File: src/hdl/smpq_pkg.sv
// Shared definitions for the sorted minimum priority queue.
// Holds operation and status codes and the per-cell command type.
// No dependencies.
`default_nettype none

package smpq_pkg;

  // Width of the symbol field, fixed by the interface.
  localparam int unsigned SYM_BITS = 8;

  // Operation codes on op_i.
  localparam logic [1:0] OP_ADD    = 2'd0;
  localparam logic [1:0] OP_POP    = 2'd1;
  localparam logic [1:0] OP_SEARCH = 2'd2;
  localparam logic [1:0] OP_NOP    = 2'd3;

  // Status codes on status_o.
  localparam logic [1:0] ST_OK        = 2'd0;
  localparam logic [1:0] ST_EMPTY     = 2'd1;
  localparam logic [1:0] ST_NOT_FOUND = 2'd2;
  localparam logic [1:0] ST_FULL      = 2'd3;

  // Command broadcast to every cell of the chain.
  typedef enum logic [1:0] {
    CELL_HOLD,
    CELL_INSERT,
    CELL_POP,
    CELL_ROTATE
  } cell_op_e;

endpackage

`default_nettype wire

File: src/hdl/smpq_cell.sv
// One slot of the sorted chain: holds a single entry and its valid flag.
// Depends on smpq_pkg for the cell command type.
`default_nettype none

module smpq_cell #(
  parameter int unsigned KEY_BITS  = 32,
  parameter int unsigned ENT_BITS  = 49
) (
  input  wire logic                    clk_i,
  input  wire logic                    rst_ni,
  input  wire smpq_pkg::cell_op_e      op_i,
  input  wire logic [KEY_BITS-1:0]     key_i,
  input  wire logic [ENT_BITS-1:0]     new_ent_i,
  input  wire logic [ENT_BITS-1:0]     prev_ent_i,
  input  wire logic                    prev_vld_i,
  input  wire logic                    prev_place_i,
  input  wire logic [ENT_BITS-1:0]     next_ent_i,
  input  wire logic                    next_vld_i,
  input  wire logic [ENT_BITS-1:0]     head_ent_i,
  output logic [ENT_BITS-1:0]          ent_o,
  output logic                         vld_o,
  output logic                         place_o
);

  logic [ENT_BITS-1:0] ent_q, ent_d;
  logic                vld_q, vld_d;

  // A new key belongs at or before this slot when the slot is empty or
  // holds a strictly larger key, so equal keys keep arrival order.
  assign place_o = ~vld_q | (ent_q[ENT_BITS-1 -: KEY_BITS] > key_i);

  always_comb begin
    ent_d = ent_q;
    vld_d = vld_q;
    case (op_i)
      smpq_pkg::CELL_INSERT: begin
        if (place_o && !prev_place_i) begin
          ent_d = new_ent_i;
          vld_d = 1'b1;
        end else if (place_o) begin
          ent_d = prev_ent_i;
          vld_d = prev_vld_i;
        end
      end
      smpq_pkg::CELL_POP: begin
        ent_d = next_ent_i;
        vld_d = next_vld_i;
      end
      smpq_pkg::CELL_ROTATE: begin
        // The last occupied slot wraps around to the head entry.
        if (next_vld_i) begin
          ent_d = next_ent_i;
        end else if (vld_q) begin
          ent_d = head_ent_i;
        end
      end
      default: begin
        ent_d = ent_q;
      end
    endcase
  end

  always_ff @(posedge clk_i or negedge rst_ni) begin
    if (!rst_ni) begin
      vld_q <= 1'b0;
    end else begin
      vld_q <= vld_d;
    end
  end

  always_ff @(posedge clk_i) begin
    ent_q <= ent_d;
  end

  assign ent_o = ent_q;
  assign vld_o = vld_q;

endmodule

`default_nettype wire

File: config.mk
export PLATFORM = sky130hd
export DESIGN_NAME = smpq_cell
export DESIGN_NICKNAME = d
export VERILOG_FILES = /design/src/hdl/smpq_pkg.sv /design/src/hdl/smpq_cell.sv
export SDC_FILE = /design/constraint.sdc
export NUM_CORES = 1
export LEC_CHECK = 0
export BUFFER_PORTS_ARGS = -buffer_cell sky130_fd_sc_hd__buf_2
export CAP_MARGIN = 20
export CORE_AREA = 2 2 110 112
export DETAILED_ROUTE_END_ITERATION = 12
export DIE_AREA = 0 0 112 114
export GPL_TIMING_DRIVEN = 0
export PLACE_DENSITY_LB_ADDON = 0.05
export SLEW_MARGIN = 15
export SYNTH_ARGS = -nofsm -noshare
export SYNTH_HDL_FRONTEND = slang
export SYNTH_SLANG_ARGS = --single-unit
File: constraint.sdc
create_clock -name clk_i -period 8 [get_ports clk_i]
set_clock_uncertainty 0.2 [all_clocks]
set_input_delay 0 -clock clk_i [delete_from_list [all_inputs] [get_ports clk_i]]
set_output_delay 0 -clock clk_i [all_outputs]
set_load 0.05 [all_outputs]
==> results of run 1 <==
-- cells in the final DEF, fill, tap and decap left out, drive strengths merged, types with 3 or more instances in the layout --
master / instances
dlygate4sd3: 151
a22oi: 49
nor2: 5
clkbuf: 21
mux2i: 50
inv: 36
a21oi: 13
nand2: 9
ha: 36
buf: 293
nand3: 3
o21ai: 53
nand4: 6
edfxtp: 49
-- path summary, 6_finish.rpt --
kind                       startpoint   endpoint  slack (ns)  depth (start not counted)
min                           op_i[1]  ent_o[33]        0.18                          4
max                         ent_o[30]  ent_o[42]        4.33                         10
max in group asynchronous      rst_ni      vld_o        7.14                          3
min reg2reg                     vld_o      vld_o        0.60                          2
min in group asynchronous      rst_ni      vld_o        0.36                          3
max reg2reg                 ent_o[30]  ent_o[42]        4.33                         10
-- final cells by class --
type                       count  area, um^2
tap                          147         184
fill                        1040        4720
multi-input combinational    247        1950
clock inverter                 2        10.0
sequential                    50        1500
inverter                      36         135
timing repair buffer         439        2980
buffer                        21         116
clock buffer                   5         125
-- kinds of logic after synthesis --
family | after synthesis | synth area share [%]
compound gates | 130 | 22.6
fa+ha+maj | 36 | 12.2
buf+inv | 57 | 6.82
flops | 50 | 40.6
mux | 50 | 13.6
simple gates | 31 | 4.24
-- flip-flops by register name (all words and copies together), names as in the netlist --
register,flops
vld_o,1
ent_o,49
-- metrics by stage --
stage                     hold slack (ns)  area (um^2)  cells  setup TNS, ns  total power, mW
after CTS                           0.177         7000    947              0             1.21
after detailed placement           -0.424         5350    789              0            0.904
final                               0.184         7000    947              0             1.20
after global routing                0.230         7000    947              0             1.27
after global placement             -0.425         5300    786         -13.96            0.896
after floorplan                    -0.496         3690    354              0            0.738
-- where the power goes --
group	leakage, nW	switching [mW]	total [mW]	internal (mW)
Combinational	2.87	0.361	0.619	0.258
Clock	0.0694	0.0913	0.204	0.113
Sequential	0.509	0.0248	0.377	0.352
-- cell usage after synthesis, types with 5 or more instances --
| cell | count |
|---|---|
| a21oi_1 | 13 |
| a22oi_1 | 49 |
| nand2_1 | 9 |
| mux2i_1 | 50 |
| clkbuf_1 | 16 |
| o21ai_1 | 50 |
| nor2_1 | 5 |
| ha_1 | 36 |
| nand4_1 | 6 |
| inv_1 | 36 |
| buf_6 | 5 |
| edfxtp_1 | 49 |
-- timing repair --
item	4_1_cts	5_1_grt
hold endpoints to repair	51	0
setup endpoints to repair	0	0
hold buffers	151	0
setup buffers	0	0
-- worst max-delay path, delay by kind of cell, from the launching register on --
family,cells,cell delay [ns]
AOI/OAI and AO/OA,4,1.18
DFF,1,0.41
adders and majority gates,1,0.30
muxes,1,0.25
buffers and inverters,2,0.82
and+or+nand+nor,2,0.26
-- layer usage --
metal | global-route usage (%) | up-vias | wire length (um)
met5 | 0 | - | 0
met4 | 6.83 | 0 | 273
met3 | 5.37 | 20 | 1060
met2 | 45.9 | 200 | 7920
met1 | 22.3 | 2070 | 5330
li1 | - | 2253 | -
==> out/qor.yml, run 1 <==
status: "finished clean"
worst_pin_slew_ns: 0.636
synthFlopType: "edfxtp_1"
grt_pass1_wl_um: 22700
crit_path_max_incr_delay_ns: 0.58
rsz0062_at_grt: "no"
drc: 0
synth_area_um2: 3690
drtIter0Drc: 176
die_w_um: 112
antenna_found_initial: 0
fmax_ghz: 0.273
numClockSinks: 50
setup.worst_path.end_class: "register"
port_buffers: 285
finalWorstSetupSlack_ns: 4.33
dr_total_vias: 4543
detailed_place_hpwl_um: 10600
yosysUniqueCellTypes: 34
rows: 40
grtUsageTotal_pct: 22.5
worstPathRequired_ns: 7.84
syn_inst: 354
hold_path.class: "primary input to register"
yosysSeqAreaShare_pct: 40.6
grt_pass1_vias: 4972
clk_latency_ns: 0.29
pwr_density_cell_nw_per_um2: 172
synth-async-reset-ratio_pct: 2.00
yosysWarnings: 0
synth-edff-count: 49
leakage_nw: 3.45
h-tree-depth: 2
avgSynthCellArea_um2: 10.4
clk_pin_slew_ns: 0.06
ctsResizeCount: 0
start_util_pct: 31.5
grt_start_max_net_pins: 17
synth_area_leader_cell: "edfxtp_1"
post-route-util_pct: 59.7
path_cells: "ha_1, nand4_1, nor4_1, a21boi_1, o41a_1, o31ai_4, buf_6, mux2i_1, o21ai_1, dlygate4sd3_1"
yosysTopAreaCellShare_pct: 39.9
critPathLaunchType: "register"
max_slew_margin_pct: 57.6
nNetsFinal: 1071
die_h_um: 114
setup_viol: 0
synth_nets: 625
drive_gt1_share_pct: 37.9
cts_max_path_buffers: 2
routedWlPerCell_um: 15.4
yosys-top-cells-area: "edfxtp_1, mux2i_1, ha_1"
grt_overflow: 0
cp_slowest_cell: "dlygate4sd3_1"
hold_viol_final: 0
viasPerCell: 4.80
crit_fanout: 10
ctsRootBufferMaster: "clkbuf_16"
cts_buffers: 5
areaGrowthSynthToFinish_pct: 89.7
dieArea_um2: 12800
synth-seq-cells: 50
place_ws_ns: 4.42
cts_tree: "built"
place.gp.congestion: 0.794
core_um2: 11700
drtAntennaViolNets: 0
detail_route.wirelength_um: 14600
cp.arrival_ns: 3.51
fin_crit_ns: 3.67
antenna_cells: 0
first_pass_iters: 4
io_pins: 286
path_class: "register to register"
ir_drop_uv: 86.7
drv_cap: 0
finalCritPeriodShare_pct: 45.9
slew_violations: 0
No activity file was read; power rests on OpenSTA's default activity.
==> run 2, diff against run 1 <==
- CORE_AREA: 2 2 110 112 -> 2 2 109 111
- DIE_AREA: 0 0 112 114 -> 0 0 111 113
- clock period: 8 -> 3.3 ns (I/O delays scaled with it)
==> run 2 against run 1 <==
The run now fails in clock tree synthesis (4_1_cts). Area after synthesis stayed put. Synthesized cell count did not move.
==> out/qor.yml, run 2 <==
yosysTopAreaCellShare_pct: 39.9  # unchanged
synth-async-reset-ratio_pct: 2.00  # unchanged
post-cts-setup-buffer-count: 3  # +3
port_buffers: 285  # unchanged
synth_area_leader_cell: "edfxtp_1"
yosysWarnings: 0  # unchanged
ctsResizeCount: 0  # unchanged
avgSynthCellArea_um2: 10.4  # unchanged
die_w_um: 111  # -0.89%
synth_area_um2: 3690  # unchanged
yosysUniqueCellTypes: 34  # unchanged
synthTopCellsByCount: "mux2i_1, o21ai_1, a22oi_1, edfxtp_1"
synth-seq-cells: 50  # unchanged
status: "stopped before the end"
error: "[ERROR RSZ-0060] Max buffer count reached."
place.gp.congestion: 0.841  # +5.8%
failed_stage: "clock tree synthesis (4_1_cts)"
synth-edff-count: 49  # unchanged
yosysSeqAreaShare_pct: 40.6  # unchanged
synth_nets: 625  # unchanged
start_util_pct: 32.7  # +1.2 points
cts_buffers: 5  # unchanged
rows: 39  # -2.5%
syn_inst: 354  # unchanged
ctsRootBufferMaster: "clkbuf_16"
cts_max_path_buffers: 2  # unchanged
io_pins: 286  # unchanged
numClockSinks: 50  # unchanged
die_h_um: 113  # -0.88%
synthFlopType: "edfxtp_1"
postCtsHoldBufs: 160  # +6.0%
h-tree-depth: 2  # unchanged
yosys-top-cells-area: "edfxtp_1, mux2i_1, ha_1"
detailed_place_hpwl_um: 10800  # +2.2%
## run 2: logic make-up after synthesis
family / Yosys count / synth area share (%)
AOI/OAI and AO/OA: 130 / 22.6
muxes: 50 / 13.6
adders and majority gates: 36 / 12.2
and+or+nand+nor: 31 / 4.24
DFF: 50 / 40.6
buffers and inverters: 57 / 6.82
## run 2: through the flow
| stage | hold slack, ns | instances | instance area [um^2] | TNS (ns) | worst slack (ns) |
|---|---|---|---|---|---|
| global placement | -0.424 | 782 | 5340 | -56.01 | -1.14 |
| detailed placement | -0.422 | 785 | 5390 | -3.12 | -0.185 |
| floorplan | -0.496 | 354 | 3730 | -23.90 | -0.488 |
==> run 3, diff against run 2 <==
- CORE_AREA: 2 2 109 111 -> 2 2 112 114
- DIE_AREA: 0 0 111 113 -> 0 0 114 116
- PLACE_DENSITY_LB_ADDON: 0.05 -> 0.15
- clock period: 3.3 -> 4.3 ns (I/O delays scaled with it)
==> run 3 against run 2 <==
The flow now finishes without violations.
==> out/qor.yml, run 3 (synthesized netlist as in run 1, its figures left out) <==
dieArea_um2: 13200
power.share.clock_pct: 17.4
core_um2: 11900
path_class: "register to register"
max_slew_margin_pct: 59.1
cp.arrival_ns: 3.53
critPathLaunchType: "register"
port_buffers: 285  # unchanged
r2r-start: "ent_o[31]"
clk_latency_ns: 0.29
worst_pin_slew_ns: 0.612
nNetsFinal: 1071
status: "finished clean"
reg2reg_to: "ent_o[2]"
worstPathRequired_ns: 4.14
first_pass_iters: 5
fin_crit_ns: 3.68
p_sw_mw: 0.899
hold_path.class: "primary input to register"
slew_violations: 0
drc: 0
min_from: "op_i[1]"
cts_buffers: 5  # unchanged
path_cells: "ha_1, nand4_1, nor4_1, a21boi_1, o41a_1, o31ai_4, buf_6, mux2i_1, o21ai_1, dlygate4sd3_1"
drv_cap: 0
p_int_mw: 1.35
start_util_pct: 31.0  # -1.8 points
antenna_found_initial: 1
h-tree-depth: 2  # unchanged
crit_fanout: 10
fmax_ghz: 0.271
largest_register_ffs: 49
crit_path_max_incr_delay_ns: 0.57
drtAntennaViolNets: 0
numClockSinks: 50  # unchanged
dr_total_vias: 4653
min_path_cells: 4
crit_buf_inv: 2
switching_share_pct: 40.0
power.total_mw: 2.25
fill_cells: 1063
grtUsageTotal_pct: 22.3
die_h_um: 116  # +2.7%
cp_slowest_cell: "dlygate4sd3_1"
sequentialPowerShare_pct: 31.1
routedWlPerCell_um: 16.0
setup_viol: 0
finalCritPeriodShare_pct: 85.7
drtIter0Drc: 162
pwr_density_cell_nw_per_um2: 321
grt_pass1_vias: 4956
cts_tree: "built"
reg2reg_slack_ns: 0.62
crit_family: "compound AO/OA/AOI/OAI gates"
setup.worst_path.end_class: "register"
grt_overflow: 0
grt_pass1_wl_um: 23200
die_w_um: 114  # +2.7%
viasPerCell: 4.90
post-route-util_pct: 58.8
ctsResizeCount: 0  # unchanged
detailed_place_hpwl_um: 10900  # +1.0%
clk_pin_slew_ns: 0.07
io_pins: 286  # unchanged
cts_max_path_buffers: 2  # unchanged
pwr-share-comb_pct: 51.5
drive_gt1_share_pct: 37.7
layout_commonest_cell: "buf_2"
cp_num_cells: 10
rsz0062_at_grt: "no"
hold_viol_final: 0
rows: 40  # +2.6%
r2r_cells: 10
ctsRootBufferMaster: "clkbuf_16"
final_cell_mix: "buf_2, dlygate4sd3_1, o21ai_1, mux2i_1"
leakage_nw: 3.45
grt_start_max_net_pins: 17
ir_drop_uv: 178
detail_route.wirelength_um: 15200
place.gp.congestion: 0.799  # -4.9%
areaGrowthSynthToFinish_pct: 89.9
min_to: "ent_o[28]"
-- run 3: what timing repair did --
item	in CTS	in global routing
endpoints found under the hold margin	51	0
setup buffers	0	0
hold buffers	151	0
-- run 3: power groups by stage --
stage                     sequential, mW  clock (mW)  combinational, mW
after CTS                          0.700       0.407               1.15
after global placement             0.711           0              0.948
after detailed placement           0.710           0              0.972
after global routing               0.710       0.422               1.24
after floorplan                     1.01           0              0.358
final                              0.700       0.393               1.16
-- run 3: how the worst max path moves through the flow --
stage	slack (ns)	to	startpoint
floorplan	0.34	ent_o[0]	ent_o[31]
CTS	0.53	ent_o[2]	ent_o[31]
global placement	-0.40	ent_o[9]	ent_o[31]
finish	0.62	ent_o[2]	ent_o[31]
detailed placement	0.83	ent_o[14]	ent_o[31]
global route	0.42	ent_o[27]	ent_o[31]
-- run 3: area by class of cell --
class	count	area, um^2	area share (%)
multi-input cells	247	1950	27.9
plain buffers	21	116	1.66
diodes	1	2.50	0.0357
inverters	36	135	1.93
well taps	147	184	2.63
clock buffers	6	129	1.84
repair buffers	439	2980	42.5
flip-flops and latches	50	1500	21.4
clock inverters	2	8.76	0.125
-- run 3: per-layer routing --
metal	vias to the layer above	wire, um	part of all wire (%)	track usage [%]
li1	2259	-	-	-
met1	2147	5710	38	24.2
met2	217	7900	52	41.7
met3	30	1150	7.6	5.44
met4	0	393	2.6	8.70
met5	-	0	0	0
-- run 3: worst reg2reg max path, delay by kind of cell (launching register included) --
family	cells	cell delay, ns
AOI/OAI and AO/OA	4	1.14
adders and majority gates	1	0.34
buffers and inverters	2	0.82
DFF	1	0.44
muxes	1	0.26
and+or+nand+nor	2	0.24
-- run 3: through the flow --
stage                     hold slack (ns)  setup slack [ns]  cells  cell area, um^2  setup TNS, ns
after detailed placement           -0.419             0.830    789             5350              0
after global placement             -0.423            -0.397    786             5310         -19.37
after global routing                0.222             0.416    949             7000              0
final                               0.181             0.616    949             7000              0
after CTS                           0.177             0.529    948             7000              0
after floorplan                    -0.496             0.341    354             3700              0
==> run 4, diff against run 3 <==
- RECOVER_POWER: not set -> 100
==> run 4 against run 3 <==
Design area shrank 1.5%. Fmax is 3.3% lower. Register-to-register slack lost 0.12 ns. Setup slack got worse by 0.12 ns. First-iteration DRC count shrank 9.9%. Clock-buffer cell count is the same. Clock power about the same. Via count barely moved. Routed wire length up 0.26%. Power fell by 2.2%.
==> out/qor.yml, run 4 (synthesized netlist as in run 1, its figures left out) <==
status: "finished clean"
antenna_found_initial: 1  # unchanged
grt_pass1_wl_um: 23200  # unchanged
busiest_layer: "met2"
use_met3_pct: 5.44  # unchanged
hold_slack_ns: 0.180  # -0.00184 ns
dr_total_vias: 4652  # -0.021%
hold_viol_final: 0  # unchanged
pwr_density_cell_nw_per_um2: 319  # -0.73%
critPathLaunchType: "register"
viasPerCell: 4.90  # about the same
fmax_ghz: 0.263  # -3.3%
clk_latency_ns: 0.29  # about the same
grt_pass1_vias: 4956  # unchanged
cts_max_path_buffers: 2  # unchanged
leakage_nw: 3.29  # -4.6%
cts_buffers: 5  # unchanged
die_h_um: 116  # unchanged
detailed_place_hpwl_um: 10900  # unchanged
areaGrowthSynthToFinish_pct: 87.1
setup.worst_path.end_class: "register"
grt_start_max_net_pins: 17  # unchanged
fill_cells: 1091  # +2.6%
worstPathRequired_ns: 4.14  # about the same
drc: 0  # unchanged
rsz0062_at_grt: "no"
min_from: "op_i[1]"
grtUsageTotal_pct: 22.3  # unchanged
min_to: "ent_o[28]"
final_cell_mix: "buf_2, dlygate4sd3_1, clkbuf_1, mux2i_1"
worst_pin_slew_ns: 0.928  # +0.316 ns
dieArea_um2: 13200  # unchanged
routedWlPerCell_um: 16.0  # +0.26%
h-tree-depth: 2  # unchanged
rows: 40  # unchanged
ctsRootBufferMaster: "clkbuf_16"
crit_fanout: 10  # unchanged
io_pins: 286  # unchanged
fin_crit_ns: 3.81  # +0.124 ns
dp_cells: 789  # unchanged
detail_route.wirelength_um: 15200  # +0.26%
r2r_cells: 10  # unchanged
min_path_cells: 4  # unchanged
reg2reg_slack_ns: 0.49  # -0.12 ns
cp.arrival_ns: 3.65  # +0.12 ns
port_buffers: 285  # unchanged
numClockSinks: 50  # unchanged
hold_path.class: "primary input to register"
drtIter0Drc: 146  # -9.9%
instances_no_fill: 949  # unchanged
drive_gt1_share_pct: 31.3  # -6.4 points
first_pass_iters: 4  # -1
largest_register_ffs: 49  # unchanged
clk_pin_slew_ns: 0.07  # about the same
place.gp.congestion: 0.799  # unchanged
nNetsFinal: 1071  # unchanged
grt_overflow: 0  # unchanged
post-cts-setup-buffer-count: 0  # unchanged
start_util_pct: 31.0  # unchanged
die_w_um: 114  # unchanged
core_um2: 11900  # unchanged
drtAntennaViolNets: 0  # unchanged
r2r-start: "ent_o[31]"
reg2reg_to: "ent_o[38]"
slew_violations: 0  # unchanged
cts_tree: "built"
use_met2_pct: 41.7  # unchanged
path_class: "register to register"
setup_viol: 0  # unchanged
finalCritPeriodShare_pct: 88.6  # +2.9 points
layout_commonest_cell: "buf_2"
grt_use_met1_pct: 24.2  # unchanged
drv_cap: 0  # unchanged
multiInputGateArea_um2: 1950  # -0.38%
regArea_um2: 1500  # unchanged
max_slew_margin_pct: 38.0  # -21 points
ir_drop_uv: 172  # -3.1%
run 4: cell count changes in the layout (fill, tap and decap cells not counted), sizes merged:
cell and delta:
buf -56, clkbuf +56
run 4: timing repair:
item / 4_1_cts / 5_1_grt
setup endpoints to repair: 0 / 0
hold endpoints to repair: 51 / 0
hold buffers: 151 / 0
resized for setup: 0 / 0
run 4: area by class of cell:
type | instances | share of cell area, %
Buffer | 21 | 1.23
Multi-Input combinational cell | 247 | 28.2
Clock inverter | 2 | 0.127
Timing Repair Buffer | 439 | 42.2
Sequential cell | 50 | 21.7
Tap cell | 147 | 2.66
Inverter | 36 | 1.96
Clock buffer | 6 | 1.87
Antenna cell | 1 | 0.0363
run 4: worst max-delay path: stages (launching register included):
cell           delay [ns]
edfxtp_1             0.44
ha_1                 0.34
nand4_1              0.15
nor4_1               0.10
a21boi_0             0.14
o41a_1               0.47
o31ai_4              0.37
clkbuf_2             0.40
mux2i_1              0.26
o21ai_0              0.10
dlygate4sd3_1        0.58
run 4: worst max-delay path by stage:
stage	startpoint	end	cells past startpoint
2_1_floorplan	ent_o[31]	ent_o[0]	7
3_3_place_gp	ent_o[31]	ent_o[9]	7
3_5_place_dp	ent_o[31]	ent_o[14]	8
4_1_cts	ent_o[31]	ent_o[2]	10
5_1_grt	ent_o[31]	ent_o[27]	10
6_report	ent_o[31]	ent_o[38]	10
run 4: per-stage QoR:
step / worst slack, ns / total power, mW / instance area, um^2 / setup TNS [ns] / utilization [%]
floorplan: 0.341 / 1.37 / 3700 / 0 / -
global placement: -0.397 / 1.66 / 5310 / -19.37 / 44.6
detailed placement: 0.830 / 1.68 / 5350 / 0 / 44.9
CTS: 0.529 / 2.26 / 7000 / 0 / 58.8
global route: 0.275 / 2.33 / 6900 / 0 / 57.9
finish: 0.492 / 2.20 / 6900 / 0 / 57.9
run 4: power breakdown:
group	total, mW	internal (mW)	switching, mW
sequential	0.703	0.655	0.0477
clock	0.392	0.214	0.178
combinational	1.11	0.441	0.666
run 4: metal layers:
metal	up-vias	routed length, um
li1	2259	-
met1	2146	5780
met2	216	7910
met3	31	1110
met4	0	391
met5	-	0
